### config.mk
export PLATFORM = sky130hd
export DESIGN_NAME = kla_ctrl
export DESIGN_NICKNAME = d
export VERILOG_FILES = /design/src/sv/kla_pkg.sv /design/src/sv/kla_ctrl.sv
export VERILOG_INCLUDE_DIRS = /design/src /design/src/sv
export SDC_FILE = /design/constraint.sdc
export NUM_CORES = 1
export LEC_CHECK = 0
export BUFFER_PORTS_ARGS = -buffer_cell sky130_fd_sc_hd__buf_2
export CAP_MARGIN = 20
export CORE_ASPECT_RATIO = 0.75
export CORE_MARGIN = 8
export CORE_UTILIZATION = 53
export CTS_BUF_LIST = sky130_fd_sc_hd__clkbuf_8 sky130_fd_sc_hd__clkbuf_16
export DETAILED_ROUTE_END_ITERATION = 12
export PLACE_DENSITY = 0.81
export SLEW_MARGIN = 15
export SYNTH_ARGS = -nofsm -noshare
export SYNTH_HDL_FRONTEND = slang
export SYNTH_SLANG_ARGS = --single-unit
### constraint.sdc
create_clock -name i_clk -period 3.33 [get_ports i_clk]
set_input_delay 0.1665 -clock i_clk [delete_from_list [all_inputs] [get_ports i_clk]]
set_output_delay 0.1665 -clock i_clk [all_outputs]
set_load 0.005 [all_outputs]
### src/sv/assert_macros.svh
// ----------------------------------------------------------------------------
// Assertion macros
// Shared wrappers for the concurrent assertions of the line assembler.
// ----------------------------------------------------------------------------
`ifndef ASSERT_MACROS_SVH
`define ASSERT_MACROS_SVH

// Checked at every rising edge outside reset.
`define KLA_ASSERT(label, prop, msg) \
    label: assert property (@(posedge i_clk) disable iff (!i_rst_n) prop) else $error(msg);

// Checked at every rising edge, reset included.
`define KLA_ASSERT_ALWAYS(label, prop, msg) \
    label: assert property (@(posedge i_clk) prop) else $error(msg);

`endif

### src/sv/kla_pkg.sv
// ----------------------------------------------------------------------------
// kla_pkg
// Types, constants and the key code translation of the line assembler.
// ----------------------------------------------------------------------------
package kla_pkg;

    // Bytes in one line bank; the store holds two banks.
    localparam int LINE_LIMIT = 1024;
    localparam int LEN_W      = $clog2(LINE_LIMIT + 1);
    localparam int STORE_DEPTH = 2 * LINE_LIMIT;
    localparam int ADDR_W     = $clog2(STORE_DEPTH);
    localparam int IDX_W      = 10;
    localparam int CMP_W      = (LEN_W > IDX_W) ? LEN_W : IDX_W;
    localparam int OUT_LEN_W  = 11;

    typedef enum logic [1:0] {
        ACT_KEY     = 2'd0,
        ACT_READ    = 2'd1,
        ACT_RELEASE = 2'd2,
        ACT_CLEAR   = 2'd3
    } t_action;

    localparam logic [4:0] EV_KEY     = 5'd1;
    localparam logic [1:0] KV_RELEASE = 2'd0;
    localparam logic [7:0] KC_ENTER   = 8'd28;
    localparam logic [7:0] KC_LSHIFT  = 8'd42;
    localparam logic [7:0] CH_CR      = 8'h0D;

    typedef struct packed {
        logic              we;
        logic [ADDR_W-1:0] waddr;
        logic [7:0]        wdata;
        logic              re;
        logic [ADDR_W-1:0] raddr;
    } t_mem_req;

    typedef struct packed {
        logic [7:0]       ch;
        logic             cvalid;
        logic             commit;
        logic             ovf;
        logic             rd_hit;
        logic             rdy;
        logic [LEN_W-1:0] len;
    } t_result;

    // Scan code to ASCII; letters are stored in lower case and flipped by shift.
    function automatic logic [7:0] map_key(input logic [7:0] code, input logic sh);
        logic [7:0] letter;
        logic [7:0] res;
        letter = 8'h00;
        res    = code;
        case (code)
            8'd16: letter = "q";
            8'd17: letter = "w";
            8'd18: letter = "e";
            8'd19: letter = "r";
            8'd20: letter = "t";
            8'd21: letter = "y";
            8'd22: letter = "u";
            8'd23: letter = "i";
            8'd24: letter = "o";
            8'd25: letter = "p";
            8'd30: letter = "a";
            8'd31: letter = "s";
            8'd32: letter = "d";
            8'd33: letter = "f";
            8'd34: letter = "g";
            8'd35: letter = "h";
            8'd36: letter = "j";
            8'd37: letter = "k";
            8'd38: letter = "l";
            8'd44: letter = "z";
            8'd45: letter = "x";
            8'd46: letter = "c";
            8'd47: letter = "v";
            8'd48: letter = "b";
            8'd49: letter = "n";
            8'd50: letter = "m";
            default: letter = 8'h00;
        endcase
        case (code)
            8'd2:   res = sh ? "!" : "1";
            8'd3:   res = sh ? "@" : "2";
            8'd4:   res = sh ? "#" : "3";
            8'd5:   res = sh ? "$" : "4";
            8'd6:   res = sh ? "%" : "5";
            8'd7:   res = sh ? "^" : "6";
            8'd8:   res = sh ? "&" : "7";
            8'd9:   res = sh ? "*" : "8";
            8'd10:  res = sh ? "(" : "9";
            8'd11:  res = sh ? ")" : "0";
            8'd13:  res = sh ? "+" : "=";
            8'd39:  res = sh ? ":" : ";";
            8'd53:  res = sh ? "?" : "/";
            8'd52:  res = ".";
            8'd74:  res = "-";
            8'd78:  res = "+";
            8'd108: res = 8'hFE;
            KC_ENTER: res = CH_CR;
            default: res = (letter != 8'h00) ? (sh ? (letter ^ 8'h20) : letter) : code;
        endcase
        return res;
    endfunction

endpackage

### src/sv/kla_ctrl.sv
// ----------------------------------------------------------------------------
// kla_ctrl
// Request decoder and line state: translates key releases, appends to the
// active bank, swaps banks on enter and issues reads of the completed bank.
// ----------------------------------------------------------------------------
module kla_ctrl (
    input  logic               i_clk,
    input  logic               i_rst_n,
    input  logic               i_accept,
    input  logic [1:0]         i_action,
    input  logic [4:0]         i_event_type,
    input  logic [9:0]         i_key_code,
    input  logic [1:0]         i_key_value,
    input  logic [9:0]         i_read_index,
    output kla_pkg::t_mem_req  o_mem,
    output kla_pkg::t_result   o_res
);
    import kla_pkg::*;

    localparam logic [ADDR_W-1:0] BANK1_BASE = ADDR_W'(LINE_LIMIT);
    localparam logic [LEN_W-1:0]  LEN_LIMIT  = LEN_W'(LINE_LIMIT);

    logic             r_bank, n_bank;
    logic [LEN_W-1:0] r_line_len, n_line_len;
    logic [LEN_W-1:0] r_done_len, n_done_len;
    logic             r_done_ready, n_done_ready;
    logic             r_shift, n_shift;
    logic             r_first_nz, n_first_nz;

    t_action          act;
    logic [7:0]       code;
    logic             key_rel;
    logic             rd_hit;
    logic [7:0]       ch;
    t_mem_req         mem;
    t_result          res;

    assign act     = t_action'(i_action);
    assign code    = i_key_code[7:0];
    assign key_rel = (i_event_type == EV_KEY) && (i_key_value == KV_RELEASE);
    assign rd_hit  = CMP_W'(i_read_index) < CMP_W'(r_done_len);
    assign ch      = map_key(code, r_shift);

    always_ff @(posedge i_clk) begin
        if (!i_rst_n) begin
            r_bank       <= 1'b0;
            r_line_len   <= '0;
            r_done_len   <= '0;
            r_done_ready <= 1'b0;
            r_shift      <= 1'b0;
            r_first_nz   <= 1'b0;
        end else if (i_accept) begin
            r_bank       <= n_bank;
            r_line_len   <= n_line_len;
            r_done_len   <= n_done_len;
            r_done_ready <= n_done_ready;
            r_shift      <= n_shift;
            r_first_nz   <= n_first_nz;
        end
    end

    always_comb begin
        n_bank       = r_bank;
        n_line_len   = r_line_len;
        n_done_len   = r_done_len;
        n_done_ready = r_done_ready;
        n_shift      = r_shift;
        n_first_nz   = r_first_nz;
        mem          = '0;
        res          = '0;
        mem.waddr    = (r_bank ? BANK1_BASE : '0) + ADDR_W'(r_line_len);
        mem.wdata    = ch;
        mem.raddr    = (r_bank ? '0 : BANK1_BASE) + ADDR_W'(i_read_index);
        case (act)
            ACT_KEY: begin
                if (key_rel) begin
                    if (code == KC_LSHIFT) begin
                        n_shift = 1'b1;
                    end else begin
                        n_shift    = 1'b0;
                        res.ch     = ch;
                        res.cvalid = 1'b1;
                        if (code == KC_ENTER) begin
                            n_done_len   = r_line_len;
                            n_done_ready = (r_line_len != '0) && r_first_nz;
                            n_bank       = ~r_bank;
                            n_line_len   = '0;
                            res.commit   = 1'b1;
                        end else if (r_line_len >= LEN_LIMIT) begin
                            n_line_len = '0;
                            res.ovf    = 1'b1;
                        end else begin
                            mem.we     = 1'b1;
                            n_line_len = r_line_len + LEN_W'(1);
                            if (r_line_len == '0) begin
                                n_first_nz = (ch != 8'h00);
                            end
                        end
                    end
                end
                res.rdy = n_done_ready;
                res.len = n_done_len;
            end
            ACT_READ: begin
                mem.re     = 1'b1;
                res.rd_hit = rd_hit;
                res.rdy    = r_done_ready;
                res.len    = r_done_len;
            end
            ACT_RELEASE: begin
                if (r_done_ready) begin
                    mem.re       = 1'b1;
                    res.rd_hit   = rd_hit;
                    res.rdy      = 1'b1;
                    res.len      = r_done_len;
                    n_done_ready = 1'b0;
                    n_done_len   = '0;
                end
            end
            ACT_CLEAR: begin
                n_line_len   = '0;
                n_done_len   = '0;
                n_done_ready = 1'b0;
            end
            default: begin
                res = '0;
            end
        endcase
        mem.we = mem.we & i_accept;
        mem.re = mem.re & i_accept;
    end

    assign o_mem = mem;
    assign o_res = res;

`include "assert_macros.svh"

    `KLA_ASSERT(a_no_rw_overlap, !(mem.we && mem.re), "line store read and written together")
    `KLA_ASSERT(a_line_bound, r_line_len <= LEN_LIMIT, "line length beyond the bank size")
    `KLA_ASSERT(a_ready_len, r_done_ready |-> (r_done_len != '0), "ready code of zero length")
    `KLA_ASSERT(a_bank_swap, (i_accept && res.commit) |=> (r_bank != $past(r_bank)), "enter without bank swap")
endmodule

==> results of run 1 <==
-- synth_stat cells (5+ instances only) --
library cell,number
inv_1,28
nand2b_1,6
nand4_1,5
nand3_1,11
xor2_1,7
a21oi_1,15
dfxtp_1,26
o21ai_0,13
nor4_1,11
nor2b_1,22
nor2_1,40
buf_2,9
clkbuf_1,16
nor3_1,8
buf_4,20
nand2_1,30
and2_1,12
a22oi_1,23
ha_1,25
a31oi_1,9
-- worst min-delay path: cells and delay by family --
family,cells,cell delay (ns)
and+or+nand+nor,2,0.12
buffers and inverters,1,0.19
-- layer usage --
layer / track usage / up-vias / wire length (um) / share of wire
li1: - / 1589 / - / -
met1: 0.324 / 1591 / 4390 / 0.46
met2: 0.308 / 204 / 3980 / 0.41
met3: 0.0517 / 17 / 1130 / 0.12
met4: 0.0518 / 0 / 144 / 0.015
met5: 0 / - / 0 / 0
-- power breakdown --
| group | switching, W | leakage (nW) | internal, W |
|---|---|---|---|
| Sequential | 0.00000151 | 0.209 | 0.000311 |
| Combinational | 0.000147 | 1.27 | 0.0000972 |
| Clock | 0.000106 | 0.0357 | 0.000161 |
-- how the worst max path moves through the flow --
stage | end | slack [ns] | cells after the start
floorplan | r_first_nz | 0.70 | 13
CTS | o_res[16] | 0.43 | 11
detailed placement | o_res[18] | 0.45 | 11
finish | o_res[16] | 0.37 | 11
global route | o_res[16] | 0.25 | 11
global placement | o_res[18] | 0.45 | 11
-- area by class of cell --
| class | instances | share of cell area |
|---|---|---|
| Sequential cell | 26 | 0.152 |
| Inverter | 28 | 0.0306 |
| Timing Repair Buffer | 93 | 0.142 |
| Multi-Input combinational cell | 318 | 0.627 |
| Clock inverter | 1 | 0.00875 |
| Tap cell | 78 | 0.0284 |
| Clock buffer | 3 | 0.0120 |
-- per-stage QoR --
step,utilization,total power (W),worst slack [ns]
5_1_grt,0.604,0.000862,0.254
2_1_floorplan,-,0.000478,0.698
6_report,0.604,0.000824,0.374
3_5_place_dp,0.592,0.000559,0.445
4_1_cts,0.604,0.000823,0.427
3_3_place_gp,0.592,0.000557,0.451
-- registers in the layout (all words and copies together), names as in the netlist --
register / cells
r_bank: 1
r_done_len: 11
r_done_ready: 1
r_first_nz: 1
r_line_len: 11
r_shift: 1
-- cells by family after synthesis --
logic type	Yosys count
flops	26
buf+inv	75
xor+xnor	10
compound gates	109
fa+ha+maj	25
simple gates	169
mux	5
==> flow_summary_export.csv, run 1 <==
group,metric,value,unit
logic_synthesis,synth_edf_count,0,
power,peakVddDrop,0.000191,V
final_layout,num-nets-final,527,
setup_path,worst-path-buf-inv,3,
drt,routed_wl,9.64,mm
placed_design,place_congestion,1.02,
global_route,grt.overflow.total,0,
clock_tree,cts_hold_buffers,0,
drt,remaining_drc_errors,0,
clock_tree,cts_root_buffer,"clkbuf_8",
logic_synthesis,syn_area,3040,um^2
sta,setup_violations,0,
global_route,antenna_found_initial,0,
logic_synthesis,synth_seq_cells,26,
placed_design,place_area,3360,um^2
sta,maxSlewHeadroom,0.550,
power,cellPowerDensity,240,nW/um^2
sta,worstMarginPinSlew,0.667,ns
clock_tree,ctsResizeCount,0,
logic_synthesis,synthCells,419,
setup_path,cp-startpoint,"i_key_code[0]",
sta,fin_crit,2.96,ns
logic_synthesis,ys_types,65,
sta,slew_viol_final,0,
clock_tree,path_clk_slew,0.09,ns
setup_path,worstPathRequired,3.16,ns
hold_path,hold_path_class,"input pin to flop",
status,outcome,"complete, no violations",
die,die_x,103,um
logic_synthesis,muxShareOfSynthArea,0.0214,
flow_run,maxCapViolCount,0,
setup_path,cp_slowest_cell,"nor4b_1",
setup_path,cp.arrival,2.79,ns
setup_path,worst_setup_path_start_kind,"input pin",
clock_tree,cts_inserted_buffers,3,
logic_synthesis,synthArstFlopShare,0,
die,die_area,8440,um^2
hold_path,min_to,"r_shift",
setup_path,r2r.worst_path.cells,8,
drt,drt_iter0_markers,423,
setup_path,cpLargestDelayFamily,"simple AND/OR/NAND/NOR gates",
clock_tree,clk_latency,0.28,ns
logic_synthesis,syn-num-nets,476,
die,coreArea,5680,um^2
global_route,grt_pass1_vias,2915,
global_route,grt_pass1_wl,14.8,mm
clock_tree,cts_tree,"built",
setup_path,critical_path_class,"input pin to output pin",
sta,timing.fmax,0.338,GHz
logic_synthesis,seq_area_frac_synth,0.171,
sta,rsz0062_at_grt,"no",
drt,dr.pass1.iters,5,
drt,post_drt_via_cell_ratio,6.22,
logic_synthesis,synth-compound-area-share,0.258,
final_layout,stdcell_count,547,
sta,fin_setup_tns,0,ns
hold_path,hold_path_depth,3,
logic_synthesis,ys_top_cells_by_area,"dfxtp_1 (17%), ha_1 (10%), a22oi_1 (5.7%)",
drt,dr_total_vias,3401,
placed_design,port_buffers,85,
logic_synthesis,synth_top_family_by_area,"simple AND/OR/NAND/NOR gates",
clock_tree,cts_num_sinks,26,
die,initial_core_util,0.535,
drt,drt-wirelength-per-cell,17.6,um
final_layout,syn_to_final_growth,12.9,%
setup_path,r2r_end,"r_first_nz",
setup_path,slowest_delay,0.47,ns
final_layout,design_area,3430,um^2
logic_synthesis,synth_top_area_cell,"dfxtp_1",
logic_synthesis,synth_simple_gate_area_frac,0.296,
sta,skew,0.00464,ns
final_layout,layout_commonest_cell,"buf_2",
final_layout,layout_common_cells,"buf_2 (85), nor2_1 (40), nand2_1 (30)",
clock_tree,htree_levels,1,
final_layout,regArea,520,um^2
global_route,grt_start_max_net_pins,34,
die,die_y,81.6,um
die,rows,24,
clock_tree,cts_max_path_buffers,2,
global_route,gr-usage-all-layers,0.219,
setup_path,end_kind,"output pin",
logic_synthesis,yosysWarningCount,0,
logic_synthesis,syn_area_per_cell,7.25,um^2
sta,period_share,0.888,
logic_synthesis,synth-xor-area-share,0.0288,
logic_synthesis,synth_top_area_share,0.171,
final_layout,multi_input_area,2150,um^2
logic_synthesis,synthAdderAreaFrac,0.103,
setup_path,path_max_fanout,9,
die,ios,88,
clock_tree,post_cts_buffers,0,
setup_path,crit_chain,"buf_2, inv_1, ha_1, nor3b_1, a32o_1, nor4b_1, and2_1, nor4_1, a21oi_1, and2_1, buf_2",
setup_path,r2r_slack,1.31,ns
power,power_leakage,1.52,nW
final_layout,drive_gt1_frac,0.239,
sta,hold_slack,0.244,ns
final_layout,fillerInstances,549,
logic_synthesis,synthFlopType,"dfxtp_1",
sta,hold_violations,0,
final_layout,diodes,0,
drt,ant_nets,0,
hold_path,hp-start,"i_rst_n",
setup_path,rr_startpoint,"r_shift",
placed_design,dpl.hpwl,7.39,mm
placed_design,dpl.cell_count,543,
(Power assumes the default switching activity.)
==> run 2: changes to the inputs <==
--- a/config.mk
+++ b/config.mk
@@ -9,7 +9,7 @@
 export BUFFER_PORTS_ARGS = -buffer_cell sky130_fd_sc_hd__buf_2
 export CAP_MARGIN = 20
 export CORE_ASPECT_RATIO = 0.75
-export CORE_MARGIN = 8
+export CORE_MARGIN = 3
 export CORE_UTILIZATION = 53
 export CTS_BUF_LIST = sky130_fd_sc_hd__clkbuf_8 sky130_fd_sc_hd__clkbuf_16
 export DETAILED_ROUTE_END_ITERATION = 12
==> run 2 against run 1 <==
Compared with the run above:
- global-route usage increased by 4.3 points
- power down 0.32%
- sequential share of layout area is 0.15 points higher
- sequential cell count unchanged
- clock-buffer cell count did not move
- non-clock buffer count down 4
- clock power about the same
- routed wire length is 4.8% lower
- die area shrank 21%
- fmax down 1.2%
- via count about the same
- final area fell by 0.98%
- critical path type unchanged
- largest power group unchanged
==> flow_summary_export.csv, run 2 (same netlist as run 1, synthesis figures left out) <==
group,metric,value,unit
setup_path,worst_setup_path_start_kind,"input pin",
sta,maxSlewHeadroom,0.443,
die,die_area,6690,um^2
power,power,0.000821,W
die,die_x,93.4,um
drt,dr.pass1.iters,5,
setup_path,r2r_end,"r_first_nz",
power,peakVddDrop,0.000112,V
drt,remaining_drc_errors,0,
final_layout,reg_top3,"r_done_len: 11 flops, r_line_len: 11 flops",
drt,post_drt_via_cell_ratio,6.30,
clock_tree,cts_hold_buffers,0,
drt,drt_iter0_markers,415,
power,cellPowerDensity,242,nW/um^2
global_route,gr-usage-all-layers,0.262,
setup_path,worstPathRequired,3.16,ns
hold_path,hold_path_class,"input pin to flop",
final_layout,post-route-util,0.625,
die,ios,88,
final_layout,layout_common_cells,"buf_2 (85), nor2_1 (40), nand2_1 (30)",
flow_run,maxCapViolCount,0,
drt,routed_wl,9.18,mm
setup_path,r2r.worst_path.cells,8,
sta,timing.fmax,0.334,GHz
setup_path,path_max_fanout,11,
sta,setup_violations,0,
sta,worstMarginPinSlew,0.828,ns
global_route,grt.overflow.total,0,
sta,slew_viol_final,0,
hold_path,hp-start,"i_rst_n",
sta,period_share,0.899,
sta,fin_crit,2.99,ns
drt,drt-wirelength-per-cell,17.0,um
setup_path,rr_startpoint,"r_shift",
sta,skew,0.0103,ns
placed_design,place_area,3330,um^2
clock_tree,cts_tree,"built",
setup_path,cp.arrival,2.83,ns
hold_path,min_to,"r_shift",
placed_design,place_congestion,0.996,
final_layout,drive_gt1_frac,0.232,
clock_tree,cts_inserted_buffers,3,
clock_tree,cts_num_sinks,26,
placed_design,port_buffers,85,
global_route,grt_pass1_vias,2971,
clock_tree,ctsResizeCount,0,
die,initial_core_util,0.559,
clock_tree,cts_root_buffer,"clkbuf_8",
die,die_y,71.6,um
setup_path,r2r_slack,1.36,ns
clock_tree,post_cts_buffers,0,
final_layout,diodes,0,
final_layout,syn_to_final_growth,11.8,%
clock_tree,htree_levels,1,
final_layout,num-nets-final,523,
drt,ant_nets,0,
setup_path,critical_path_class,"input pin to output pin",
sta,fin_setup_tns,0,ns
global_route,antenna_found_initial,0,
setup_path,end_kind,"output pin",
die,rows,23,
final_layout,layout_commonest_cell,"buf_2",
die,coreArea,5440,um^2
clock_tree,cts_max_path_buffers,2,
power,power_leakage,1.49,nW
drt,dr_total_vias,3400,
placed_design,dpl.hpwl,6.85,mm
clock_tree,clk_latency,0.28,ns
global_route,grt_start_max_net_pins,34,
sta,rsz0062_at_grt,"no",
sta,hold_violations,0,
final_layout,design_area,3400,um^2
hold_path,hold_path_depth,3,
clock_tree,path_clk_slew,0.10,ns
status,outcome,"complete, no violations",
global_route,grt_pass1_wl,14.4,mm
-- run 2: changes by cell type in the layout (fill, tap and decap cells not counted), sizes merged --
cell | before | now
buf | 93 | 89
-- run 2: through the flow --
step	cells	setup slack (ns)	hold slack [ns]
finish	540	0.337	0.260
global route	540	0.103	0.273
CTS	540	0.395	0.254
detailed placement	536	0.429	0.520
global placement	536	0.496	0.513
floorplan	419	0.698	0.295
-- run 2: report_power, final --
group          switching (W)  leakage, nW  internal (W)
combinational       0.000143         1.25     0.0000961
sequential        0.00000149        0.209      0.000311
clock               0.000108       0.0357      0.000161
-- run 2: worst max path at each step --
stage	start	depth (start not counted)	slack [ns]	end
after global routing	i_key_code[0]	11	0.10	o_res[20]
after CTS	i_key_code[0]	11	0.39	o_res[20]
final	i_key_code[0]	11	0.34	o_res[20]
after global placement	i_key_code[0]	11	0.50	o_res[20]
after detailed placement	i_key_code[0]	11	0.43	o_res[20]
after floorplan	i_key_code[2]	13	0.70	r_first_nz
-- run 2: cell type report --
class / count / area [um^2]
clock buffer: 3 / 41.3
clock inverter: 1 / 30.0
fill: 496 / 2040
inverter: 28 / 105
multi-input combinational: 318 / 2150
sequential: 26 / 520
tap: 75 / 93.8
timing repair buffer: 89 / 455
-- run 2: per-layer routing --
layer,vias to the layer above,share of wire,GRT usage
met1,1551,0.45,0.403
li1,1587,-,-
met3,20,0.13,0.0619
met5,-,0,0
met4,0,0.0095,0.0520
met2,242,0.42,0.371
-- run 2: critical path, cell delays in order --
cell and delay, ns:
buf_2 0.18, inv_1 0.13, ha_1 0.36, nor3b_1 0.23
a32o_1 0.30, nor4b_1 0.47, and2_1 0.33, nand3_1 0.12
o21ai_1 0.27, and2_1 0.17, buf_2 0.10
